### config.mk
export PLATFORM = sky130hd
export DESIGN_NAME = dhfk_ctrl
export DESIGN_NICKNAME = d
export VERILOG_FILES = /design/src/design/dhfk_pkg.sv /design/src/design/dhfk_ctrl.sv
export SDC_FILE = /design/constraint.sdc
export NUM_CORES = 1
export LEC_CHECK = 0
export BUFFER_PORTS_ARGS = -buffer_cell sky130_fd_sc_hd__buf_2
export CORE_MARGIN = 1.5
export CORE_UTILIZATION = 47
export CTS_CLUSTER_SIZE = 14
export DETAILED_ROUTE_END_ITERATION = 6
export GPL_ROUTABILITY_DRIVEN = 0
export PLACE_DENSITY = 0.75
export SYNTH_ARGS = -nofsm -noshare
export SYNTH_HDL_FRONTEND = slang
export SYNTH_SLANG_ARGS = --single-unit
### constraint.sdc
create_clock -name clock -period 2.3 [get_ports clock]
set_clock_uncertainty 0.15 [all_clocks]
set_input_delay 0.46 -clock clock [delete_from_list [all_inputs] [get_ports clock]]
set_output_delay 0.46 -clock clock [all_outputs]
set_load 0.1 [all_outputs]
### src/design/dhfk_pkg.sv
// Shared types, constants and the arctangent table of the DH forward kinematics core.
package dhfk_pkg;

   localparam int ANGLE_W      = 19;         // joint angle plus offset
   localparam int DEG360       = 46080;      // one turn in 1/128 degree
   localparam int MOD_BIAS     = 276480;     // six turns, makes any angle sum positive
   localparam int PHASE_DIV    = 45;         // 46080 / 1024
   localparam int PHASE_ROUND  = 22;         // 23040 / 1024, truncated
   localparam int RECIP45_HI   = 46604;      // 2^21 / 45, rounded up
   localparam int RECIP45_LO   = 1457;       // 2^16 / 45, rounded up
   localparam int FRAC_STEP    = 93206;      // 2^22 / 45, truncated
   localparam int FRAC_REM     = 34;         // 2^22 mod 45
   localparam int DIV_CYCLES   = 3;          // quotient, remainder and phase in turn
   localparam int JR_OPS       = 6;          // products that build the joint transform
   localparam int MAC_OPS      = 54;         // six joint products and 48 matrix terms
   localparam int DRAIN_CYCLES = 2;
   localparam int NUM_ENTRIES  = 12;
   localparam logic [3:0] LAST_ENTRY = 4'd11;
   localparam logic signed [33:0] CORDIC_GAIN = 34'sd652032874;
   localparam logic signed [31:0] Q30_ONE     = 32'sd1073741824;

   typedef enum logic [3:0] {
      ST_IDLE,
      ST_REDUCE,
      ST_DIVIDE,
      ST_FOLD,
      ST_ROTATE,
      ST_FINISH,
      ST_MAC,
      ST_DRAIN,
      ST_COMMIT,
      ST_EMIT
   } dhfk_state_type;

   typedef struct packed {
      logic       load;
      logic       reduce;
      logic       div_step;
      logic       fold;
      logic       rot_step;
      logic [4:0] rot_idx;
      logic       finish;
      logic       issue;
      logic [5:0] op;
      logic       commit;
      logic       load_out;
      logic [3:0] out_idx;
   } dhfk_cmd_type;

   typedef struct packed {
      logic out_free;
      logic last_joint;
   } dhfk_status_type;

   // Arctangent of 2^-i in binary angle units (2^32 per turn).
   function automatic logic [31:0] atan_value(input logic [4:0] idx);
      logic [31:0] v;
      case (idx)
         5'd0:  v = 32'd536870912;
         5'd1:  v = 32'd316933406;
         5'd2:  v = 32'd167458907;
         5'd3:  v = 32'd85004756;
         5'd4:  v = 32'd42667331;
         5'd5:  v = 32'd21354465;
         5'd6:  v = 32'd10679838;
         5'd7:  v = 32'd5340245;
         5'd8:  v = 32'd2670163;
         5'd9:  v = 32'd1335087;
         5'd10: v = 32'd667544;
         5'd11: v = 32'd333772;
         5'd12: v = 32'd166886;
         5'd13: v = 32'd83443;
         5'd14: v = 32'd41722;
         5'd15: v = 32'd20861;
         5'd16: v = 32'd10430;
         5'd17: v = 32'd5215;
         5'd18: v = 32'd2608;
         5'd19: v = 32'd1304;
         5'd20: v = 32'd652;
         5'd21: v = 32'd326;
         5'd22: v = 32'd163;
         5'd23: v = 32'd81;
         5'd24: v = 32'd41;
         5'd25: v = 32'd20;
         5'd26: v = 32'd10;
         5'd27: v = 32'd5;
         5'd28: v = 32'd3;
         5'd29: v = 32'd1;
         5'd30: v = 32'd1;
         default: v = 32'd0;
      endcase
      return v;
   endfunction

endpackage

### src/design/dhfk_ctrl.sv
// Controller: sequences reduction, division, CORDIC, multiply-accumulate and result output.
module dhfk_ctrl import dhfk_pkg::*; #(
   parameter int CORDIC_STEPS = 24
) (
   input  logic            clock,
   input  logic            reset,
   input  logic            req_tvalid,
   output logic            req_tready,
   input  dhfk_status_type status,
   output dhfk_cmd_type    cmd
);

   dhfk_state_type state_ff, state_in;
   logic [5:0]     cnt_ff, cnt_in;

   always_ff @(posedge clock) begin
      if (reset) begin
         state_ff <= ST_IDLE;
         cnt_ff   <= '0;
      end else begin
         state_ff <= state_in;
         cnt_ff   <= cnt_in;
      end
   end

   always_comb begin
      state_in   = state_ff;
      cnt_in     = cnt_ff;
      cmd        = '0;
      req_tready = 1'b0;
      unique case (state_ff)
         ST_IDLE: begin
            req_tready = 1'b1;
            if (req_tvalid) begin
               cmd.load = 1'b1;
               state_in = ST_REDUCE;
            end
         end
         ST_REDUCE: begin
            cmd.reduce = 1'b1;
            cnt_in     = '0;
            state_in   = ST_DIVIDE;
         end
         ST_DIVIDE: begin
            cmd.div_step = 1'b1;
            if (cnt_ff == 6'(DIV_CYCLES - 1)) state_in = ST_FOLD;
            else cnt_in = cnt_ff + 6'd1;
         end
         ST_FOLD: begin
            cmd.fold = 1'b1;
            cnt_in   = '0;
            state_in = ST_ROTATE;
         end
         ST_ROTATE: begin
            cmd.rot_step = 1'b1;
            cmd.rot_idx  = cnt_ff[4:0];
            if (cnt_ff == 6'(CORDIC_STEPS - 1)) state_in = ST_FINISH;
            else cnt_in = cnt_ff + 6'd1;
         end
         ST_FINISH: begin
            cmd.finish = 1'b1;
            cnt_in     = '0;
            state_in   = ST_MAC;
         end
         ST_MAC: begin
            cmd.issue = 1'b1;
            cmd.op    = cnt_ff;
            if (cnt_ff == 6'(MAC_OPS - 1)) begin
               cnt_in   = '0;
               state_in = ST_DRAIN;
            end else begin
               cnt_in = cnt_ff + 6'd1;
            end
         end
         ST_DRAIN: begin
            if (cnt_ff == 6'(DRAIN_CYCLES - 1)) state_in = ST_COMMIT;
            else cnt_in = cnt_ff + 6'd1;
         end
         ST_COMMIT: begin
            cmd.commit = 1'b1;
            cnt_in     = '0;
            state_in   = status.last_joint ? ST_EMIT : ST_IDLE;
         end
         ST_EMIT: begin
            if (status.out_free) begin
               cmd.load_out = 1'b1;
               cmd.out_idx  = cnt_ff[3:0];
               cnt_in       = cnt_ff + 6'd1;
               if (cnt_ff[3:0] == LAST_ENTRY) begin
                  cnt_in   = '0;
                  state_in = ST_IDLE;
               end
            end
         end
         default: state_in = ST_IDLE;
      endcase
   end

endmodule

==> results of run 1 <==
[kinds of logic after synthesis]
| group | Yosys count |
|---|---|
| XOR/XNOR | 2 |
| buffers and inverters | 13 |
| flip-flops | 10 |
| AND/OR/NAND/NOR | 61 |
| adder cells (fa/ha/maj) | 3 |
| AO/OA/AOI/OAI | 28 |
| multiplexers | 1 |
[cell usage after synthesis]
| master | count |
|---|---|
| a31o_2 | 1 |
| nor4_1 | 4 |
| or4b_1 | 1 |
| dfxtp_1 | 10 |
| a222oi_1 | 1 |
| and3_1 | 3 |
| nor4bb_1 | 1 |
| o21bai_1 | 1 |
| xnor2_1 | 1 |
| a31oi_1 | 1 |
| a22o_1 | 4 |
| and4b_1 | 2 |
| buf_1 | 1 |
| nor2b_1 | 5 |
| nor3_1 | 7 |
| ha_1 | 3 |
| or3_1 | 1 |
| nand4b_1 | 1 |
| nand3b_1 | 1 |
| mux2_2 | 1 |
| a211o_1 | 1 |
| nand2b_1 | 5 |
| nand2_1 | 4 |
| inv_1 | 4 |
| nor2_1 | 6 |
| o211a_2 | 1 |
| o211ai_2 | 1 |
| nor4b_4 | 1 |
| nand3_1 | 4 |
| clkbuf_1 | 7 |
| o22ai_1 | 4 |
| a211oi_1 | 2 |
| buf_2 | 1 |
| xor2_1 | 1 |
| a21boi_0 | 1 |
| o32ai_1 | 3 |
| and2_1 | 15 |
| a21oi_1 | 6 |
| a21o_1 | 1 |
[through the flow]
stage	cells	hold slack, ps
2_1_floorplan	118	376
3_3_place_gp	172	390
3_5_place_dp	172	426
4_1_cts	176	367
[what timing repair did]
action	4_1_cts
hold endpoints to repair	0
pin swaps	1
resized for setup	5
hold buffers	0
buffers inserted	1
endpoints found under the setup margin	9
==> run summary, run 1 <==
status -> aborted with a tool error
Fail Step -> global routing (5_1_grt)
Log Error -> [ERROR DPL-0033] detailed placement checks failed during check placement.
simple-gate share of the synthesized area -> 0.419
syn avg cell area -> 7.68 sq um
post-synthesis sequential area ratio -> 0.221
Initial Util -> 0.513
Worst EP kind -> register data pin
initial antenna violation count -> 0
post-synthesis register bit count -> 10
post-synthesis mux area share -> 0.0124
dpl ws -> -54.1 ps
IO buf count -> 29
cell area after placement -> 0.00163 sq mm
H-tree Lvls -> 1
CTS max path bufs -> 2
synth warn -> 0
main combinational cell family by area after synthesis -> simple AND/OR/NAND/NOR gates
Post-Synth XOR/XNOR Area -> 0.0193
dominant cell type by area after synthesis -> dfxtp_1
Die Span Y -> 46.9 um
post-synth cell types -> 39
Post-Syn Area -> 906 sq um
synthesized instance count -> 118
post-synth top area share -> 0.221
clock buffer count from CTS -> 3
Mapped Nets -> 126
Core Rows -> 15
synthesized-area fraction occupied by adder cells -> 0.0414
clk sinks -> 10
pin count of the biggest net entering global routing -> 14
post-synthesis compound-gate area fraction -> 0.232
CTS root buffer -> clkbuf_4
# IOs -> 30
GRT worst endpoint -> state_ff[0]$_SDFFE_PP0P_/D
DP HPWL -> 2550 um
largest cells by area after synthesis -> dfxtp_1 (22%), and2_1 (10%), ha_1 (4.1%), a22o_1 (3.9%), nor3_1 (3.9%)
die extent in x -> 46.9 um
==> run 2: changes to the inputs <==
Settings changed: CORE_AREA from default to 2 2 63 65, CORE_MARGIN 1.5 to default, CORE_UTILIZATION 47 to default, CTS_CLUSTER_SIZE 14 to default, DIE_AREA from default to 0 0 65 67, PLACE_DENSITY 0.75 to default, PLACE_DENSITY_LB_ADDON from default to 0.15.
==> run summary, run 2 <==
pin count of the biggest net entering global routing -> 13
clock buffer count from CTS -> 3
initial antenna violation count -> 0
ys async rst share -> 0
min Tclk post-route -> 2180 ps
Max Freq -> 459 MHz
insertion delay to the later sink of the worst-skew pair -> 240 ps
synthesized-area fraction occupied by adder cells -> 0.0414
dpl ws -> 176 ps
Post-Synth XOR/XNOR Area -> 0.0193
H-tree Lvls -> 1
Pwr Density -> 1260 mW/mm^2
core footprint -> 0.00361 sq mm
synthesized instance count -> 118
Post-Layout Cell Count -> 204
Die Span Y -> 67 um
post-synthesis register bit count -> 10
CP arrival -> 1570 ps
CTS tree -> yes
Final Power -> 2.20 mW
power share of the clock group -> 0.083
post-synthesis compound-gate area fraction -> 0.232
dominant cell type by area after synthesis -> dfxtp_1
Post-Syn Area -> 906 sq um
CTS root buffer -> clkbuf_8
Post-synth EDFFs -> 0
first-pass GRT wire length -> 4730 um
Final Hold Viols -> 0
main combinational cell family by area after synthesis -> simple AND/OR/NAND/NOR gates
Largest regs -> cnt_ff (6), state_ff (4)
IO buf count -> 29
clk sinks -> 10
status -> completed
Setup Viol. Count Final -> 0
post-synth top area share -> 0.221
Reg with most FFs -> cnt_ff
CTS max path bufs -> 2
# IOs -> 30
sw frac -> 0.544
WL per Instance -> 14.3 um
P_leak -> 0.692 nW
GR Util All Layers -> 0.145
vias in the first global route -> 1022
commonest cells in the netlist -> and2_1 (15), dfxtp_1 (10), clkbuf_1 (7), nor3_1 (7)
logic gate share of total power -> 0.774
die extent in x -> 65 um
layout cell share with drive strength beyond 1 -> 0.513
peak supply drop -> 0.549 mV
drt via density -> 5.19
Final ANT Viol Nets -> 0
DRC violation count after routing -> 0
sequential share of power -> 0.144
simple-gate share of the synthesized area -> 0.419
most common library cell in the layout ignoring fill and taps -> buf_12
Antenna diodes -> 0
Setup Fix Bufs, Post-CTS -> 0
Mapped Nets -> 126
Initial Util -> 0.251
DP HPWL -> 2340 um
DRT Wirelength -> 2920 um
GRT overflow -> 0
post-synthesis sequential area ratio -> 0.221
max-cap viol count -> 0
worst rel slew slack -> 0.700
worst-path maximum fanout -> 6
Final period util -> 0.947
max reg flops -> 6
HP Class -> input pin to flop
top_reg_cell synth -> dfxtp_1
P&R area growth vs syn -> 93.6%
Switching Power -> 1.20 mW
clk slew on worst S/H paths -> 40 ps
DR iter-0 viols -> 42
post-route cell area -> 0.00175 sq mm
internal power -> 1.00 mW
count leader, synth -> and2_1
cell area after placement -> 0.00170 sq mm
syn avg cell area -> 7.68 sq um
post-synth cell types -> 39
CTS Hold Buffers Added -> 0
most frequent cells in the layout -> buf_12 (25), buf_4 (15), and2_2 (7), and2_4 (7), dfxtp_1 (7)
Critical Path RT -> 1690 ps
Worst Tran Pin Value -> 448 ps
post-synthesis mux area share -> 0.0124
worst setup margin -> 123 ps
fin nets -> 166
die footprint -> 0.00436 sq mm
CP Launch Type -> flop
setup slack, reg-to-reg -> 150 ps
post-placement cell count -> 201
synth warn -> 0
Setup TNS -> 0 ps
largest cells by area after synthesis -> dfxtp_1 (22%), and2_1 (10%), ha_1 (4.1%), a22o_1 (3.9%), nor3_1 (3.9%)
fin. max-slew vios -> 0
critical path class -> flop to output port
drt pass-1 iters -> 4
Core Rows -> 22
Worst setup EP type -> output port
RSZ-0062 raised after global routing -> false
routed via count -> 1059
## run 2: logic make-up (layout without fill, tap and decap cells)
| logic type | after synthesis | after routing |
|---|---|---|
| and+or+nand+nor | 61 | 61 |
| AOI/OAI and AO/OA | 28 | 28 |
| buffers and inverters | 13 | 51 |
| DFF | 10 | 10 |
| adders and majority gates | 3 | 3 |
| xor gates and xnor gates | 2 | 2 |
| muxes | 1 | 1 |
## run 2: power by group through the flow
stage               Combinational [mW]  Sequential [mW]  Clock (mW)
floorplan                         1.23            0.267           0
detailed placement                1.69            0.310           0
global route                      1.79            0.329       0.199
CTS                               1.70            0.311       0.187
finish                            1.70            0.317       0.182
global placement                  1.67            0.303           0
## run 2: final cells by class
type	instances	area, sq um
clock buffer	3	41.3
fill	349	1850
inverter	4	15.0
multi-input combinational	95	801
sequential	10	204
tap	48	60.1
timing repair buffer	44	633
## run 2: critical path: stages (launching register included)
cell and delay (ps):
dfxtp_2 360, nand2b_4 170, buf_4 170, nor3_4 260, and2_4 200, buf_12 160
## run 2: metrics by stage
stage	utilization	hold slack (ps)
after floorplan	-	376
after global placement	0.472	418
after global routing	0.486	421
final	0.486	410
after detailed placement	0.472	446
after CTS	0.484	397
## run 2: per-layer routing
metal  GRT usage  routed length (um)
met4      0.0559                  33
met1       0.175                1220
met5           0                   0
met3      0.0338                 196
met2       0.247                1480
## run 2: what timing repair did
item | CTS | global route
resized for setup | 2 | 3
endpoints found under the hold margin | 0 | 0
endpoints found under the setup margin | 2 | 4
cloned | 0 | 0
pin swaps | 0 | 1
## run 2: worst paths after layout
kind / cells after the start / end / from
setup reg to reg: 6 / state_ff[3]$_SDFFE_PP0P_ / cnt_ff[1]$_SDFFE_PP0P_
hold reg to reg: 2 / cnt_ff[1]$_SDFFE_PP0P_ / cnt_ff[1]$_SDFFE_PP0P_
setup / recovery: 5 / cmd[2] / state_ff[1]$_SDFFE_PP0P_
hold / removal: 2 / state_ff[3]$_SDFFE_PP0P_ / reset
(Power assumes the default switching activity.)
==> run 3: changes to the inputs <==
Settings changed: ABC_AREA from default to 1.
==> run summary, run 3 <==
status -> completed
die footprint -> 0.00436 sq mm
Worst setup EP type -> output port
post-synth cell types -> 19
Critical Path RT -> 1690 ps
IO buf count -> 29
synthesized instance count -> 166
HP Class -> input pin to flop
DR iter-0 viols -> 48
core footprint -> 0.00361 sq mm
layout cell share with drive strength beyond 1 -> 0.315
drt pass-1 iters -> 4
insertion delay to the later sink of the worst-skew pair -> 230 ps
Reg with most FFs -> cnt_ff
max-cap viol count -> 0
commonest cells in the netlist -> nor2_1 (42), nand2_1 (39), inv_1 (23), dfxtp_1 (10), nand3_1 (9)
Final Power -> 1.48 mW
most frequent cells in the layout -> nand2_1 (39), nor2_1 (31), inv_1 (23), buf_2 (15), dfxtp_1 (10)
Post-Syn Area -> 927 sq um
Setup Fix Bufs, Post-CTS -> 0
syn avg cell area -> 5.59 sq um
Antenna diodes -> 0
clk slew on worst S/H paths -> 50 ps
Setup TNS -> 0 ps
clock buffer count from CTS -> 3
WL per Instance -> 10.5 um
Largest regs -> cnt_ff (6), state_ff (4)
H-tree Lvls -> 1
most common library cell in the layout ignoring fill and taps -> nand2_1
GR Util All Layers -> 0.133
Final ANT Viol Nets -> 0
RSZ-0062 raised after global routing -> false
worst-path maximum fanout -> 7
cell area after placement -> 0.00127 sq mm
first-pass GRT wire length -> 4550 um
largest cells by area after synthesis -> dfxtp_1 (22%), nor2_1 (17%), nand2_1 (16%), inv_1 (9.3%), nand3_1 (4.9%)
DRT Wirelength -> 2580 um
DP HPWL -> 2150 um
CP arrival -> 1590 ps
max reg flops -> 6
worst rel slew slack -> 0.674
count leader, synth -> nor2_1
synth warn -> 0
GRT overflow -> 0
vias in the first global route -> 1018
post-route cell area -> 0.00133 sq mm
drt via density -> 4.32
pin count of the biggest net entering global routing -> 10
dpl ws -> 302 ps
dominant cell type by area after synthesis -> dfxtp_1
ys async rst share -> 0
fin nets -> 207
worst setup margin -> 96.2 ps
Hold Slack -> 357 ps
critical path class -> flop to output port
Die Span Y -> 67 um
# IOs -> 30
peak supply drop -> 0.350 mV
post-synthesis register bit count -> 10
CTS Hold Buffers Added -> 0
Mapped Nets -> 174
Core Rows -> 22
P_leak -> 0.664 nW
CTS tree -> yes
CTS root buffer -> clkbuf_8
routed via count -> 1058
Post-synth EDFFs -> 0
Initial Util -> 0.257
Setup Viol. Count Final -> 0
CP Launch Type -> flop
post-synthesis sequential area ratio -> 0.216
Final Hold Viols -> 0
P&R area growth vs syn -> 43.7%
Final period util -> 0.958
die extent in x -> 65 um
CTS max path bufs -> 2
fin. max-slew vios -> 0
initial antenna violation count -> 0
clk sinks -> 10
Max Freq -> 454 MHz
Pwr Density -> 1110 mW/mm^2
post-synth top area share -> 0.216
DRC violation count after routing -> 0
min Tclk post-route -> 2200 ps
Worst Tran Pin Value -> 492 ps
top_reg_cell synth -> dfxtp_1
## run 3: cell types whose count changed after synthesis, sizes merged, moves of 6 or more
cell	delta
and2	-15
nor2	+41
inv	+25
clkbuf	-7
nand2	+39
nand3	+6
nand4	+7
## run 3: final timing paths
path                       startpoint                endpoint  slack (ps)  cells after the start
min                             reset  cnt_ff[4]$_SDFFE_PP0P_         360                      2
min reg2reg    cnt_ff[0]$_SDFFE_PP0P_  cnt_ff[0]$_SDFFE_PP0P_         380                      2
max reg2reg    cnt_ff[1]$_SDFFE_PP0P_  cnt_ff[0]$_SDFFE_PP0P_         460                     10
max          state_ff[2]$_SDFFE_PP0P_                 cmd[15]         100                      5
## run 3: power breakdown
group	internal [mW]	switching, mW	leakage, nW
Combinational	0.224	0.811	0.561
Clock	0.114	0.0642	0.0216
Sequential	0.209	0.0564	0.0816
Total	0.547	0.932	0.664
## run 3: routing by layer
| metal | share of wire | track usage | vias to the layer above |
|---|---|---|---|
| met5 | 0 | 0 | - |
| met4 | 0 | 0.0399 | 0 |
| met3 | 0.064 | 0.0220 | 0 |
| met2 | 0.45 | 0.227 | 31 |
| met1 | 0.49 | 0.172 | 456 |
| li1 | - | - | 571 |
## run 3: per-stage QoR
| stage | std cells | util |
|---|---|---|
| final | 245 | 0.370 |
| after global placement | 242 | 0.352 |
| after global routing | 245 | 0.370 |
| after detailed placement | 242 | 0.352 |
| after CTS | 245 | 0.363 |
| after floorplan | 166 | - |
## run 3: timing repair
item / CTS / global route
endpoints found under the setup margin: 0 / 9
gates resized for setup: 0 / 9
endpoints found under the hold margin: 0 / 0
## run 3: area by class of cell
cell class	instances	area (sq um)
timing repair buffer	30	250
multi-input combinational	125	672
fill	409	2270
tap	48	60.1
clock buffer	3	41.3
inverter	29	109
sequential	10	200
## run 3: logic make-up after synthesis
family,share of synthesized area
AO/OA/AOI/OAI,0.0540
adder cells (fa/ha/maj),0.0405
flip-flops,0.216
XOR/XNOR,0.0283
buffers and inverters,0.134
AND/OR/NAND/NOR,0.528
## run 3: worst max-delay path: stages (launching register included)
cell	delay, ps
dfxtp_1	470
inv_2	100
nor2_4	170
nand2_4	120
nor2_2	80
buf_2	430
